==> src/hdl/assert_macros.svh <==
// Assertion macros used by the median filter RTL.
`ifndef ASSERT_MACROS_SVH
`define ASSERT_MACROS_SVH

// Same-cycle implication, held off while in reset.
`define MF3_ASSERT_IMPL(label, clk, rst_n, ante, cons) \
    label: assert property (@(posedge clk) disable iff (!rst_n) (ante) |-> (cons)) \
        else $error("median filter check failed");

// Next-cycle implication, held off while in reset.
`define MF3_ASSERT_NEXT(label, clk, rst_n, ante, cons) \
    label: assert property (@(posedge clk) disable iff (!rst_n) (ante) |=> (cons)) \
        else $error("median filter check failed");

`endif

==> src/hdl/mf3_pkg.sv <==
// Types, constants and compare functions of the 3x3 median filter.
package mf3_pkg;

    localparam int PIXEL_BITS    = 8;
    localparam int MAX_WIDTH     = 64;
    localparam int ADDR_BITS     = $clog2(MAX_WIDTH);
    localparam int WIDTH_BITS    = 7;
    localparam int HEIGHT_BITS   = 12;
    localparam int CFG_DATA_BITS = 12;
    localparam int WIN_SIDE      = 3;
    localparam int OUT_DEPTH     = 8;
    localparam int OUT_PTR_BITS  = $clog2(OUT_DEPTH);
    localparam int CREDIT_BITS   = OUT_PTR_BITS + 1;

    localparam logic [WIDTH_BITS-1:0]  WIDTH_RESET  = WIDTH_BITS'(64);
    localparam logic [HEIGHT_BITS-1:0] HEIGHT_RESET = HEIGHT_BITS'(64);

    typedef enum logic [0:0] {
        CFG_FRAME_WIDTH  = 1'b0,
        CFG_FRAME_HEIGHT = 1'b1
    } cfg_index_t;

    typedef logic [PIXEL_BITS-1:0] pixel_t;
    typedef logic [ADDR_BITS-1:0]  line_addr_t;

    typedef struct packed {
        pixel_t upper;
        pixel_t middle;
    } line_pair_t;

    typedef struct packed {
        pixel_t lo;
        pixel_t md;
        pixel_t hi;
    } column_t;

    typedef struct packed {
        logic   frame_end;
        pixel_t median;
    } result_t;

    function automatic pixel_t min2(input pixel_t a, input pixel_t b);
        return (a < b) ? a : b;
    endfunction

    function automatic pixel_t max2(input pixel_t a, input pixel_t b);
        return (a < b) ? b : a;
    endfunction

    function automatic pixel_t med3(input pixel_t a, input pixel_t b, input pixel_t c);
        return max2(min2(a, b), min2(max2(a, b), c));
    endfunction

    // Three compare-exchange steps.
    function automatic column_t sort3(input pixel_t a, input pixel_t b, input pixel_t c);
        pixel_t  lo1;
        pixel_t  hi1;
        pixel_t  mid;
        column_t res;
        lo1    = min2(a, b);
        hi1    = max2(a, b);
        res.hi = max2(hi1, c);
        mid    = min2(hi1, c);
        res.lo = min2(lo1, mid);
        res.md = max2(lo1, mid);
        return res;
    endfunction

endpackage

==> src/hdl/median_filter_3x3_stream.sv <==
// Streaming 3x3 median filter, one pixel per cycle sustained.
// Each median passes through the line store read, the column sort, the row-rank stage
// and the median stage into the queue. One line store read and write per pixel.
// Input stalls only when 8 results are owed to the output (queue plus pipeline).
// Reset: counters and pipeline valids clear, width and height return to 64;
// line stores and window hold no reset value and fill as pixels arrive.
`include "assert_macros.svh"

module median_filter_3x3_stream
    import mf3_pkg::*;
(
    input  logic                     clk,
    input  logic                     rst_n,
    // pixel channel
    input  logic                     in_valid,
    output logic                     in_ready,
    input  logic [PIXEL_BITS-1:0]    pixel_in,
    // median channel
    output logic                     out_valid,
    input  logic                     out_ready,
    output logic [PIXEL_BITS-1:0]    median_value,
    output logic                     frame_end,
    // configuration writes
    input  logic                     cfg_valid,
    output logic                     cfg_ready,
    input  cfg_index_t               cfg_index,
    input  logic [CFG_DATA_BITS-1:0] cfg_data
);

    // ------------------------------------------------------------------
    // Configuration registers; writes are always taken.
    // ------------------------------------------------------------------
    logic [WIDTH_BITS-1:0]  frame_width_reg;
    logic [HEIGHT_BITS-1:0] frame_height_reg;

    assign cfg_ready = 1'b1;

    always_ff @(posedge clk or negedge rst_n)
    begin
        if (!rst_n)
        begin
            frame_width_reg  <= WIDTH_RESET;
            frame_height_reg <= HEIGHT_RESET;
        end
        else if (cfg_valid)
        begin
            case (cfg_index)
                CFG_FRAME_WIDTH:  frame_width_reg  <= cfg_data[WIDTH_BITS-1:0];
                CFG_FRAME_HEIGHT: frame_height_reg <= cfg_data[HEIGHT_BITS-1:0];
                default:          frame_width_reg  <= frame_width_reg;
            endcase
        end
    end

    // Clamp to the supported frame size: width 3..MAX_WIDTH, height at least 3.
    logic [WIDTH_BITS-1:0]  width_eff;
    logic [HEIGHT_BITS-1:0] height_eff;

    always_comb
    begin
        if (frame_width_reg < WIDTH_BITS'(WIN_SIDE))
            width_eff = WIDTH_BITS'(WIN_SIDE);
        else if (frame_width_reg > WIDTH_BITS'(MAX_WIDTH))
            width_eff = WIDTH_BITS'(MAX_WIDTH);
        else
            width_eff = frame_width_reg;

        if (frame_height_reg < HEIGHT_BITS'(WIN_SIDE))
            height_eff = HEIGHT_BITS'(WIN_SIDE);
        else
            height_eff = frame_height_reg;
    end

    // ------------------------------------------------------------------
    // Stage 0: raster position, line store read issue.
    // ------------------------------------------------------------------
    line_addr_t             column_reg;
    line_addr_t             column_next;
    logic [HEIGHT_BITS-1:0] row_reg;
    logic [HEIGHT_BITS-1:0] row_next;
    logic [CREDIT_BITS-1:0] credit_reg;
    logic [CREDIT_BITS-1:0] credit_next;

    logic in_fire;
    logic out_fire;
    logic last_col;
    logic last_row;
    logic emit;

    assign in_ready = (credit_reg < CREDIT_BITS'(OUT_DEPTH));
    assign in_fire  = in_valid && in_ready;

    assign last_col = ((WIDTH_BITS'(column_reg) + 1'b1) >= width_eff);
    assign last_row = (({1'b0, row_reg} + 1'b1) >= {1'b0, height_eff});
    // A full neighbourhood exists once two rows and two columns are behind us.
    assign emit     = (row_reg >= HEIGHT_BITS'(2)) && (column_reg >= ADDR_BITS'(2));

    always_comb
    begin
        column_next = column_reg;
        row_next    = row_reg;
        if (in_fire)
        begin
            if (last_col)
            begin
                column_next = '0;
                row_next    = last_row ? '0 : row_reg + 1'b1;
            end
            else
            begin
                column_next = column_reg + 1'b1;
            end
        end
    end

    // Count results owed to the output: one per emitting pixel, freed on delivery.
    always_comb
    begin
        credit_next = credit_reg;
        if (in_fire && emit && !out_fire)
            credit_next = credit_reg + 1'b1;
        else if (!(in_fire && emit) && out_fire)
            credit_next = credit_reg - 1'b1;
    end

    always_ff @(posedge clk or negedge rst_n)
    begin
        if (!rst_n)
        begin
            column_reg <= '0;
            row_reg    <= '0;
            credit_reg <= '0;
        end
        else
        begin
            column_reg <= column_next;
            row_reg    <= row_next;
            credit_reg <= credit_next;
        end
    end

    // Stage 1 control and payload.
    logic       s1_valid_reg;
    logic       s1_emit_reg;
    logic       s1_end_reg;
    pixel_t     s1_pixel_reg;
    line_addr_t s1_addr_reg;

    always_ff @(posedge clk or negedge rst_n)
    begin
        if (!rst_n)
        begin
            s1_valid_reg <= 1'b0;
            s1_emit_reg  <= 1'b0;
            s1_end_reg   <= 1'b0;
        end
        else
        begin
            s1_valid_reg <= in_fire;
            s1_emit_reg  <= in_fire && emit;
            s1_end_reg   <= last_col && last_row;
        end
    end

    always_ff @(posedge clk)
    begin
        if (in_fire)
        begin
            s1_pixel_reg <= pixel_in;
            s1_addr_reg  <= column_reg;
        end
    end

    // ------------------------------------------------------------------
    // Line stores: read at acceptance, write back in the cycle after. The same
    // column comes round again no sooner than three transactions later, so
    // no forwarding is needed.
    // ------------------------------------------------------------------
    line_pair_t rd_pair;
    line_pair_t wr_pair;

    assign wr_pair.upper  = rd_pair.middle;
    assign wr_pair.middle = s1_pixel_reg;

    mf3_line_store u_line_store (
        .clk     (clk),
        .rd_en   (in_fire),
        .rd_addr (column_reg),
        .rd_data (rd_pair),
        .wr_en   (s1_valid_reg),
        .wr_addr (s1_addr_reg),
        .wr_data (wr_pair)
    );

    // ------------------------------------------------------------------
    // Stage 1: sort the incoming column and shift it into the window.
    // The window keeps columns sorted; the median does not need row order.
    // ------------------------------------------------------------------
    column_t window_reg [WIN_SIDE];
    logic    s2_valid_reg;
    logic    s2_end_reg;

    always_ff @(posedge clk)
    begin
        if (s1_valid_reg)
        begin
            window_reg[0] <= window_reg[1];
            window_reg[1] <= window_reg[2];
            window_reg[2] <= sort3(rd_pair.upper, rd_pair.middle, s1_pixel_reg);
        end
    end

    always_ff @(posedge clk or negedge rst_n)
    begin
        if (!rst_n)
        begin
            s2_valid_reg <= 1'b0;
            s2_end_reg   <= 1'b0;
        end
        else
        begin
            s2_valid_reg <= s1_emit_reg;
            s2_end_reg   <= s1_end_reg;
        end
    end

    // ------------------------------------------------------------------
    // Stage 2: largest low, middle middle, smallest high.
    // ------------------------------------------------------------------
    pixel_t lo_max_reg;
    pixel_t md_med_reg;
    pixel_t hi_min_reg;
    logic   s3_valid_reg;
    logic   s3_end_reg;

    always_ff @(posedge clk)
    begin
        if (s2_valid_reg)
        begin
            lo_max_reg <= max2(max2(window_reg[0].lo, window_reg[1].lo), window_reg[2].lo);
            md_med_reg <= med3(window_reg[0].md, window_reg[1].md, window_reg[2].md);
            hi_min_reg <= min2(min2(window_reg[0].hi, window_reg[1].hi), window_reg[2].hi);
        end
    end

    always_ff @(posedge clk or negedge rst_n)
    begin
        if (!rst_n)
        begin
            s3_valid_reg <= 1'b0;
            s3_end_reg   <= 1'b0;
        end
        else
        begin
            s3_valid_reg <= s2_valid_reg;
            s3_end_reg   <= s2_end_reg;
        end
    end

    // ------------------------------------------------------------------
    // Stage 3: median of the three, pushed into the output queue. The credit
    // count keeps the queue from overflowing.
    // ------------------------------------------------------------------
    result_t push_result;
    result_t head_result;

    assign push_result.frame_end = s3_end_reg;
    assign push_result.median    = med3(lo_max_reg, md_med_reg, hi_min_reg);

    mf3_out_fifo u_out_fifo (
        .clk       (clk),
        .rst_n     (rst_n),
        .push      (s3_valid_reg),
        .push_data (push_result),
        .pop       (out_ready),
        .not_empty (out_valid),
        .head      (head_result)
    );

    assign out_fire     = out_valid && out_ready;
    assign median_value = head_result.median;
    assign frame_end    = head_result.frame_end;

    // ------------------------------------------------------------------
    // Checks
    // ------------------------------------------------------------------
    `MF3_ASSERT_IMPL(a_credit_bound, clk, rst_n, 1'b1, credit_reg <= CREDIT_BITS'(OUT_DEPTH))
    `MF3_ASSERT_IMPL(a_out_owed, clk, rst_n, out_valid, credit_reg != '0)
    `MF3_ASSERT_IMPL(a_emit_reaches_queue, clk, rst_n, in_fire && emit, ##3 s3_valid_reg)
    `MF3_ASSERT_NEXT(a_store_written, clk, rst_n, in_fire, s1_valid_reg)

endmodule

==> src/hdl/mf3_line_store.sv <==
// Line store memory: one entry per column holding the two previous rows.
module mf3_line_store
    import mf3_pkg::*;
(
    input  logic       clk,
    input  logic       rd_en,
    input  line_addr_t rd_addr,
    output line_pair_t rd_data,
    input  logic       wr_en,
    input  line_addr_t wr_addr,
    input  line_pair_t wr_data
);

    line_pair_t mem [MAX_WIDTH];
    line_pair_t rd_data_reg;

    always_ff @(posedge clk)
    begin
        if (wr_en)
        begin
            mem[wr_addr] <= wr_data;
        end
    end

    // Hold the read data until the next read.
    always_ff @(posedge clk)
    begin
        if (rd_en)
        begin
            rd_data_reg <= mem[rd_addr];
        end
    end

    assign rd_data = rd_data_reg;

endmodule

==> src/hdl/mf3_out_fifo.sv <==
// Result queue in front of the output channel.
module mf3_out_fifo
    import mf3_pkg::*;
(
    input  logic    clk,
    input  logic    rst_n,
    input  logic    push,
    input  result_t push_data,
    input  logic    pop,
    output logic    not_empty,
    output result_t head
);

    result_t                 mem [OUT_DEPTH];
    logic [OUT_PTR_BITS:0]   wr_ptr_reg;
    logic [OUT_PTR_BITS:0]   wr_ptr_next;
    logic [OUT_PTR_BITS:0]   rd_ptr_reg;
    logic [OUT_PTR_BITS:0]   rd_ptr_next;

    assign not_empty   = (wr_ptr_reg != rd_ptr_reg);
    assign head        = mem[rd_ptr_reg[OUT_PTR_BITS-1:0]];
    assign wr_ptr_next = push ? wr_ptr_reg + 1'b1 : wr_ptr_reg;
    assign rd_ptr_next = (pop && not_empty) ? rd_ptr_reg + 1'b1 : rd_ptr_reg;

    always_ff @(posedge clk)
    begin
        if (push)
        begin
            mem[wr_ptr_reg[OUT_PTR_BITS-1:0]] <= push_data;
        end
    end

    always_ff @(posedge clk or negedge rst_n)
    begin
        if (!rst_n)
        begin
            wr_ptr_reg <= '0;
            rd_ptr_reg <= '0;
        end
        else
        begin
            wr_ptr_reg <= wr_ptr_next;
            rd_ptr_reg <= rd_ptr_next;
        end
    end

endmodule
==> config.mk <==
export PLATFORM = sky130hd
export DESIGN_NAME = median_filter_3x3_stream
export DESIGN_NICKNAME = d
export VERILOG_FILES = /design/src/hdl/mf3_pkg.sv /design/src/hdl/median_filter_3x3_stream.sv /design/src/hdl/mf3_line_store.sv /design/src/hdl/mf3_out_fifo.sv
export VERILOG_INCLUDE_DIRS = /design/src /design/src/hdl
export SDC_FILE = /design/constraint.sdc
export NUM_CORES = 1
export LEC_CHECK = 0
export BUFFER_PORTS_ARGS = -buffer_cell sky130_fd_sc_hd__buf_2
export CORE_ASPECT_RATIO = 0.6
export CORE_MARGIN = 3
export CORE_UTILIZATION = 65
export CTS_BUF_LIST = sky130_fd_sc_hd__clkbuf_8
export DETAILED_ROUTE_END_ITERATION = 8
export GPL_TIMING_DRIVEN = 0
export PLACE_DENSITY = 0.86
export SLEW_MARGIN = 20
export SYNTH_ARGS = -nofsm -noshare
export SYNTH_HDL_FRONTEND = slang
export SYNTH_SLANG_ARGS = --single-unit
==> constraint.sdc <==
create_clock -name clk -period 7.66 [get_ports clk]
set_input_delay 0.383 -clock clk [delete_from_list [all_inputs] [get_ports clk]]
set_output_delay 0.383 -clock clk [all_outputs]
set_load 0.02 [all_outputs]
==> results.sh <==
export IMPL_outcome="finished, final reports clean"
export IMPL_fmax_ghz=0.135
export IMPL_coreArea_sq_um=80200
export IMPL_fin_crit_sh=0.967
export IMPL_p_leak_nw=20.4
export IMPL_clock_latency_ns=0.87
export IMPL_wl_per_cell_um=33.1
export IMPL_drt_initial_drc_count=5003
export IMPL_postPlaceCellArea_sq_um=56400
export IMPL_post_route_min_period_ns=7.41
export IMPL_cp_startpoint="u_line_store.rd_data[1]"
export IMPL_async_flop_share=0.0438
export IMPL_synth_edf_count=1222
export IMPL_ir_worst_vdd_mv=0.197
export IMPL_vias_per_cell=7.05
export IMPL_start_util=0.662
export IMPL_grt_max_degree=59
export IMPL_clk_pin_slew_ns=0.08
export IMPL_synth_top_flop_cell="edfxtp_1"
export IMPL_cp_max_fo=22
export IMPL_hpwl_um=98100
export IMPL_wl_um=141000
export IMPL_ys_ff_latch=1278
export IMPL_worstSetupStartpointType="flip-flop"
export IMPL_final_nets=3202
export IMPL_finalSetupViolations=0
export IMPL_core_rowCount=80
export IMPL_grt_pass1_vias=29600
export IMPL_cts_buffers=172
export IMPL_skew_ns=0.0390
export IMPL_arrival_ns=8.02
export IMPL_cts_tree="done"
export IMPL_drc=0
export IMPL_portBuffers=36
export IMPL_hp_class="input port to flip-flop"
export IMPL_netlist_cell_type_count=72
export IMPL_gp_congestion=0.915
export IMPL_vias=29900
export IMPL_final_core_util=0.747
export IMPL_grt_pass1_wl_um=204000
export IMPL_ys_seq_area_frac=0.718
export IMPL_critPathKind="flip-flop to flip-flop"
export IMPL_p_per_area_nw_per_um2=209
export IMPL_slew_headroom=0.175
export IMPL_largest_reg_flops=1024
export IMPL_die_w_um=375
export IMPL_hp_start="in_valid"
export IMPL_hold_viol=0
export IMPL_rsz0062_at_grt="false"
export IMPL_r2r_start="u_line_store.rd_data[1]"
export IMPL_finalSetupTns_ns=0
export IMPL_synth_nets=2846
export IMPL_htree_num_levels=4
export IMPL_design_area_sq_um=59900
export IMPL_clkSinkCount=1278
export IMPL_drive_gt1_frac=0.282
export IMPL_overflow=0
export IMPL_tightest_slew_ns=1.23
export IMPL_cts_root_buf="clkbuf_8"
export IMPL_cap_violations=0
export IMPL_end_kind="flip-flop"
export IMPL_syn_area_per_cell_sq_um=19.7
export IMPL_ant_nets=0
export IMPL_die_area_sq_um=85300
export IMPL_cts_buffer_depth=3
export IMPL_areaGrowthSynthToFinish_pct=12.7
export IMPL_drv_slew=0
export IMPL_grt_use_total=0.338
export IMPL_ios=38
export IMPL_synth_warnings=0
export IMPL_antenna_found_initial=5
export IMPL_firstDrtPassIters=6
export IMPL_synthesis_area_sq_um=53100
export IMPL_cp_required_ns=8.27
export IMPL_synthCells=2700
export IMPL_die_height_um=227
[kinds of logic (layout without fill, tap and decap cells)]
group                      Yosys count  count (layout)  share of synthesized area
adders and majority gates          120             120                     0.0284
and+or+nand+nor                    337             337                     0.0295
buffers and inverters              240             715                     0.0182
DFF                               1278            1278                      0.718
xor gates and xnor gates            28              28                    0.00462
muxes                              458             458                      0.172
AOI/OAI and AO/OA                  238             238                     0.0298
other                                1               7                  0.0000706
[final timing paths]
kind,end,slack [ns],depth (start not counted)
max in group asynchronous,s1_valid_reg,6.93,2
min reg2reg,s2_valid_reg,0.35,0
min,column_reg[1],0.12,3
max,window_reg[0][56],0.25,25
min in group asynchronous,s3_end_reg,0.16,2
max reg2reg,window_reg[0][56],0.25,25
[per-stage QoR]
stage	hold WS, ns	instances	setup slack [ns]	total power (W)
after floorplan	0.0874	2700	0.905	0.00777
after global placement	0.333	3802	-1.15	0.00779
after detailed placement	0.337	3913	-0.268	0.00780
after CTS	0.0300	4238	0.0510	0.0125
after global routing	0.132	4242	0.105	0.0129
final	0.121	4247	0.254	0.0125
[placed cells by master (no fill, tap or decap), drive strengths merged, types with 60 or more instances in the layout]
| cell | synthesis | final |
|---|---|---|
| nor2 | 129 | 129 |
| buf | 42 | 198 |
| o21ai | 78 | 78 |
| edfxtp | 1222 | 1222 |
| nand2 | 88 | 88 |
| ha | 119 | 119 |
| clkbuf | 71 | 257 |
| mux2 | 60 | 60 |
| mux4 | 354 | 354 |
| inv | 127 | 192 |
[power breakdown]
part           leakage, nW  internal, W  total [W]  switching [W]
logic                 6.84    0.0000486  0.0000989      0.0000503
registers             11.7      0.00755    0.00757      0.0000166
clock network         1.81      0.00234    0.00487        0.00253
total                 20.4      0.00995     0.0125        0.00259
[synth_stat cells (5+ instances only)]
| master | number | area [sq um] |
|---|---|---|
| mux2_2 | 60 | 676 |
| mux2i_1 | 41 | 410 |
| nand3_1 | 22 | 110 |
| nand3b_1 | 7 | 52.6 |
| buf_1 | 14 | 52.6 |
| nor2b_1 | 6 | 37.5 |
| o21a_1 | 8 | 60.1 |
| inv_1 | 127 | 477 |
| o21ai_0 | 75 | 375 |
| and4_1 | 6 | 52.6 |
| a211oi_1 | 17 | 128 |
| dfrtp_1 | 54 | 1350 |
| mux4_2 | 354 | 7970 |
| buf_2 | 23 | 115 |
| nor2_1 | 129 | 484 |
| nand2_1 | 88 | 330 |
| clkbuf_1 | 71 | 267 |
| xor2_1 | 8 | 70.1 |
| o22ai_1 | 7 | 43.8 |
| ha_1 | 119 | 1490 |
| a21oi_1 | 45 | 225 |
| a21o_1 | 24 | 180 |
| a211o_1 | 6 | 52.6 |
| nor3_1 | 11 | 55.1 |
| or3_1 | 5 | 31.3 |
| nand2b_1 | 21 | 131 |
| edfxtp_1 | 1222 | 36700 |
| nand4_1 | 12 | 75.1 |
| nor4_1 | 15 | 93.8 |
| xnor2_1 | 20 | 175 |
| a221oi_1 | 7 | 61.3 |
[area by class of cell]
type,instances,area [sq um]
multi-input combinational,1182,14200
timing repair buffer,182,2130
tap,1066,1330
sequential,1278,38100
clock inverter,108,543
buffer,113,494
clock buffer,185,2550
inverter,127,477
fill,4071,20300
antenna,6,15.0
[critical path, stage by stage (launching register included)]
cell	delay, ns
edfxtp_1	0.56
buf_8	0.25
inv_1	0.10
ha_1	0.30
a2111o_1	0.39
and3b_4	0.23
nor2_2	0.27
buf_4	0.24
mux2_2	0.43
ha_1	0.32
o21a_1	0.20
a21oi_1	0.35
nand2b_1	0.16
o21ai_1	0.39
a31o_1	0.18
buf_6	0.14
mux2i_1	0.44
ha_1	0.34
a21o_1	0.18
a21o_1	0.20
a211oi_1	0.23
o21ai_0	0.15
o21ai_1	0.30
clkbuf_2	0.33
nor4_1	0.08
nor3_1	0.37
[repair_timing]
| item | in CTS | in global routing |
|---|---|---|
| setup endpoints to repair | 16 | 16 |
| hold endpoints to repair | 86 | 0 |
| gates resized for setup | 0 | 6 |
| setup buffers | 7 | 2 |
| hold buffers | 25 | 0 |
[metal layers]
layer | global-route usage | part of all wire
met1 | 0.489 | 0.36
met5 | 0 | 0.000092
met3 | 0.140 | 0.17
met4 | 0.100 | 0.029
met2 | 0.481 | 0.44
Note: power is estimated with default switching activity, not from simulation.
